### config.mk
export PLATFORM = sky130hd
export DESIGN_NAME = ohi_merge
export DESIGN_NICKNAME = d
export VERILOG_FILES = /design/src/hdl/ohi_pkg.sv /design/src/hdl/ohi_merge.sv
export SDC_FILE = /design/constraint.sdc
export NUM_CORES = 2
export LEC_CHECK = 0
export BUFFER_PORTS_ARGS = -buffer_cell sky130_fd_sc_hd__buf_2
export CELL_PAD_IN_SITES_DETAIL_PLACEMENT = 1
export CELL_PAD_IN_SITES_GLOBAL_PLACEMENT = 1
export CORE_AREA = 2 2 757 759
export DETAILED_ROUTE_END_ITERATION = 10
export DIE_AREA = 0 0 759 761
export GPL_TIMING_DRIVEN = 0
export HOLD_SLACK_MARGIN = 0.12
export PLACE_DENSITY = 0.34
export SLEW_MARGIN = 20
export SYNTH_ARGS = -nofsm -noshare
export SYNTH_HDL_FRONTEND = slang
export SYNTH_SLANG_ARGS = --single-unit
### constraint.sdc
create_clock -name clk -period 12.63 [get_ports clk]
set_input_delay 0.6315 -clock clk [delete_from_list [all_inputs] [get_ports clk]]
set_output_delay 0.6315 -clock clk [all_outputs]
set_load 0.005 [all_outputs]
### src/hdl/ohi_pkg.sv
`timescale 1ns / 1ps
// Shared types, constants and saturating helpers for the orbit Hermite interpolator.
// No dependencies.
package ohi_pkg;

    typedef logic signed [63:0] q64_t;

    typedef enum logic [1:0] {
        SH23 = 2'd0,
        SH24 = 2'd1,
        SH31 = 2'd2,
        SH32 = 2'd3
    } shift_t;

    localparam int TIME_W      = 48;
    localparam int POS_W       = 56;
    localparam int VEL_W       = 48;
    localparam int IN_TDATA_W  = 368;
    localparam int OUT_TDATA_W = 312;
    localparam int MAX_AXES    = 3;

    localparam q64_t ONE_Q32 = 64'sh0000_0001_0000_0000;
    localparam q64_t Q64_MAX = 64'sh7FFF_FFFF_FFFF_FFFF;
    localparam q64_t Q64_MIN = 64'sh8000_0000_0000_0000;

    function automatic logic [5:0] shift_amt(input shift_t sh);
        logic [5:0] r;
        begin
            case (sh)
                SH23:    r = 6'd23;
                SH24:    r = 6'd24;
                SH31:    r = 6'd31;
                default: r = 6'd32;
            endcase
            shift_amt = r;
        end
    endfunction

    function automatic logic [63:0] mag64(input q64_t a);
        begin
            mag64 = a[63] ? (64'd0 - 64'(a)) : 64'(a);
        end
    endfunction

    function automatic q64_t from_mag(input logic neg, input logic [63:0] mag);
        q64_t r;
        begin
            if (!neg)
                r = mag[63] ? Q64_MAX : q64_t'(mag);
            else
                r = mag[63] ? Q64_MIN : q64_t'(64'd0 - mag);
            from_mag = r;
        end
    endfunction

    function automatic q64_t sat_add(input q64_t a, input q64_t b);
        logic signed [64:0] s;
        begin
            s = {a[63], a} + {b[63], b};
            if (s[64] != s[63])
                sat_add = s[64] ? Q64_MIN : Q64_MAX;
            else
                sat_add = s[63:0];
        end
    endfunction

    function automatic q64_t sat_sub(input q64_t a, input q64_t b);
        logic signed [64:0] s;
        begin
            s = {a[63], a} - {b[63], b};
            if (s[64] != s[63])
                sat_sub = s[64] ? Q64_MIN : Q64_MAX;
            else
                sat_sub = s[63:0];
        end
    endfunction

    function automatic logic signed [55:0] clamp_pos(input q64_t v);
        begin
            if (v[63:55] != {9{v[63]}})
                clamp_pos = v[63] ? {1'b1, 55'd0} : {1'b0, {55{1'b1}}};
            else
                clamp_pos = v[55:0];
        end
    endfunction

    function automatic logic signed [47:0] clamp_vel(input q64_t v);
        begin
            if (v[63:47] != {17{v[63]}})
                clamp_vel = v[63] ? {1'b1, 47'd0} : {1'b0, {47{1'b1}}};
            else
                clamp_vel = v[47:0];
        end
    endfunction

endpackage

### src/hdl/ohi_merge.sv
`timescale 1ns / 1ps
// Merge stage: saturating sums of the lane terms, one lane per cycle in node order.
// Depends on ohi_pkg.
module ohi_merge #(
    parameter int NODES = 4,
    parameter int AXES  = 3
)
(
    input  logic          clk,
    input  logic          rst_n,
    input  logic          start,
    input  ohi_pkg::q64_t pterm [NODES][AXES],
    input  ohi_pkg::q64_t vterm [NODES][AXES],
    output logic          done,
    output ohi_pkg::q64_t psum  [AXES],
    output ohi_pkg::q64_t vsum  [AXES]
);

    localparam int IW = $clog2(NODES);

    logic          busy_reg, busy_next;
    logic          done_reg, done_next;
    logic [IW-1:0] cnt_reg, cnt_next;
    ohi_pkg::q64_t psum_reg [AXES];
    ohi_pkg::q64_t vsum_reg [AXES];

    always_comb
    begin
        busy_next = busy_reg;
        done_next = 1'b0;
        cnt_next  = cnt_reg;
        if (start)
        begin
            busy_next = 1'b1;
            cnt_next  = '0;
        end
        else if (busy_reg)
        begin
            cnt_next = cnt_reg + IW'(1);
            if (cnt_reg == IW'(NODES - 1))
            begin
                busy_next = 1'b0;
                done_next = 1'b1;
            end
        end
    end

    always_ff @(posedge clk or negedge rst_n)
    begin
        if (!rst_n)
        begin
            busy_reg <= 1'b0;
            done_reg <= 1'b0;
            cnt_reg  <= '0;
        end
        else
        begin
            busy_reg <= busy_next;
            done_reg <= done_next;
            cnt_reg  <= cnt_next;
        end
    end

    always_ff @(posedge clk)
    begin
        for (int a = 0; a < AXES; a++)
        begin
            if (start)
            begin
                psum_reg[a] <= '0;
                vsum_reg[a] <= '0;
            end
            else if (busy_reg)
            begin
                psum_reg[a] <= ohi_pkg::sat_add(psum_reg[a], pterm[cnt_reg][a]);
                vsum_reg[a] <= ohi_pkg::sat_add(vsum_reg[a], vterm[cnt_reg][a]);
            end
        end
    end

    assign done = done_reg;
    assign psum = psum_reg;
    assign vsum = vsum_reg;

endmodule

==> results_dict.tcl <==
set metrics [dict create \
    vias 57700 \
    post_drt_wl_per_cell_microns 35.0 \
    clock_skew_ns 0.0514 \
    power_frac_comb_pct 74.9 \
    synth_edf_count 0 \
    drtIter0Drc 3676 \
    synth_area_leaders "mux4_2, dfxtp_1, ha_1" \
    cts_tree "yes" \
    first_pass_iters 5 \
    ant_nets 0 \
    synthFlopType "dfxtp_1" \
    slew_headroom_pct 29.3 \
    synth_area_per_cell_sq_um 8.24 \
    synthToLayoutAreaGrowth_pct 50.2 \
    finalCritPeriodShare_pct 69.3 \
    clkSinkCount 388 \
    clk_path_buf_depth 4 \
    period_minus_slack_ns 8.76 \
    criticalPathCategory "reg2reg" \
    gp_congestion 1.01 \
    worstSetupEndpointType "flip-flop" \
    max-cap-violations 0 \
    start_kind "flip-flop" \
    finalSetupTns_ns 0 \
    p_int_mw 8.22 \
    synth_cell_type_count 97 \
    outcome "completed" \
    rsz0062_at_grt "no" \
    hpwl_microns 492000 \
    die_x_microns 759 \
    min-delay-start "start" \
    io_pins 1924 \
    crit_path_start "cnt_reg[0]" \
    power.net_switching_mw 10.8 \
    layout-drive-gt1-share_pct 34.3 \
    drc_errors 0 \
    p_total_mw 19.0 \
    grt_start_max_net_pins 13 \
    synth_nets 7559 \
    yosysTopAreaCellShare_pct 18.6 \
    p_leak_nw 29.0 \
    setup_violations 0 \
    layout_commonest_cell "buf_2" \
    worst_slew_pin_slew_ns 1.06 \
    grt_pass1_vias 59500 \
    grt_pass1_wl_microns 680000 \
    initial_core_util_pct 8.14 \
    die-height_microns 761 \
    post_synth_instance_area_sq_um 46400 \
    io_buffers 1923 \
    synth_seq_cells 388 \
    coreArea_sq_um 570000 \
    p_seq_share_pct 12.7 \
    clk_latency_ns 0.86 \
    drv_slew 0 \
    antenna_found_initial 466 \
    overflow 0 \
    cts_max_level 3 \
    path_max_fanout 10 \
    synthCells 5629 \
    fmax_mhz 114 \
    final_cell_mix "buf_2, a21oi_1, nor2_1" \
    rr_startpoint "cnt_reg[0]" \
    cts-buffers-inserted 80 \
    grtUsageTotal_pct 18.1 \
    rows 278 \
    power.density_nw_per_um2 272 \
    routed_wl_microns 544000 \
    irDropWorstVdd_v 0.0000944 \
    cp.arrival_ns 9.53 \
    nNetsFinal 9601 \
    worstPathRequired_ns 13.40 \
    yosysWarningCount 0 \
    postCtsSetupBuffers 0 \
    swShare_pct 56.7 \
    via_per_inst 3.72 \
    cts-root-buf "clkbuf_16" \
    yosysTopAreaCell "mux4_2" \
    yosysSeqAreaShare_pct 16.8 \
    clkTransAtPathRegs_ns 0.06 \
    synthArstFlopShare_pct 1.03 \
    dieArea_sq_um 578000 \
    hold_class "in2reg" \
    final_hold_viol_count 0 \
    clkPwrFrac_pct 12.4 \
]
[path summary, 6_finish.rpt]
check,to,slack [ns],cells past startpoint
setup / recovery,vsum[168],3.87,19
hold / removal,vsum[125],0.24,4
setup reg to reg,vsum[168],3.87,19
hold reg to reg,psum[13],0.49,2
max in group asynchronous,cnt_reg[0],12.23,2
min in group asynchronous,done,0.28,2
[per-layer routing]
| metal | wire [microns] | GRT usage (%) | part of all wire (%) |
|---|---|---|---|
| met3 | 57300 | 8.49 | 11 |
| met5 | 1230 | 0 | 0.23 |
| met2 | 253000 | 30.2 | 47 |
| met1 | 216000 | 20.8 | 40 |
| met4 | 15800 | 4.73 | 2.9 |
[repair_timing]
action,CTS,global route
hold buffers,1,0
endpoints found under the hold margin,4,0
resized for setup,0,0
endpoints found under the setup margin,0,0
[layout make-up]
cell class / count / area, sq um
tap: 7560 / 9460
buffer: 424 / 1810
multi-input combinational: 4697 / 36500
inverter: 120 / 452
clock inverter: 25 / 307
sequential: 388 / 7790
fill: 68400 / 501000
antenna: 239 / 598
clock buffer: 116 / 2360
timing repair buffer: 1960 / 10400
[kinds of logic after synthesis]
logic type      Yosys count  synth area share [%]
mux                     391                  18.8
simple gates           1714                  16.6
flops                   388                  16.8
xor+xnor                343                  6.47
fa+ha+maj               398                  10.8
buf+inv                 544                  4.63
compound gates         1851                  25.9
[cell usage after synthesis (all sizes together) (24+ instances only)]
library cell	n
a21oi	598
nor2	582
nand2	519
ha	385
dfxtp	384
mux4	384
clkbuf	313
o21ai	306
a21o	230
a211oi	228
xnor2	205
nor3	182
xor2	138
inv	119
buf	111
nand4	104
nand3	86
o21bai	73
nand2b	53
a31oi	51
o211ai	48
a311oi	41
and3	39
o21a	39
nor2b	30
o31ai	25
and2	24
[critical path, stage by stage, from the launching register on]
cell	delay, ns
dfrtp_1	0.34
clkbuf_1	0.67
clkbuf_2	0.50
buf_16	0.21
buf_1	0.80
mux4_2	0.64
ha_1	0.29
clkbuf_1	0.36
nand4_1	0.29
nor4_1	0.66
nand2_1	0.21
a211oi_1	0.82
o211ai_1	0.34
a21oi_1	0.30
nor2_1	0.16
mux2i_1	0.72
buf_2	0.53
buf_2	0.37
nand2_1	0.17
a211oi_1	0.26
[power groups by stage]
stage	registers, mW	logic [mW]	clock network (mW)
2_1_floorplan	2.24	8.43	0
3_3_place_gp	2.45	14.4	0
3_5_place_dp	2.45	14.4	0
4_1_cts	2.43	14.5	2.48
5_1_grt	2.49	15.6	2.50
6_report	2.41	14.2	2.36
[per-stage QoR]
step | std cells | utilization (%) | hold slack (ns) | area [sq um] | setup slack [ns]
after floorplan | 5629 | - | 0.336 | 46400 | 7.69
after global routing | 15300 | 12.1 | 0.216 | 69200 | 3.33
after CTS | 15300 | 12.1 | 0.153 | 69100 | 3.74
after detailed placement | 15100 | 11.6 | 0.449 | 66400 | 3.78
after global placement | 15100 | 11.5 | 0.447 | 65500 | -0.469
final | 15500 | 12.2 | 0.243 | 69700 | 3.87
Power figures use the tool's default switching activity.
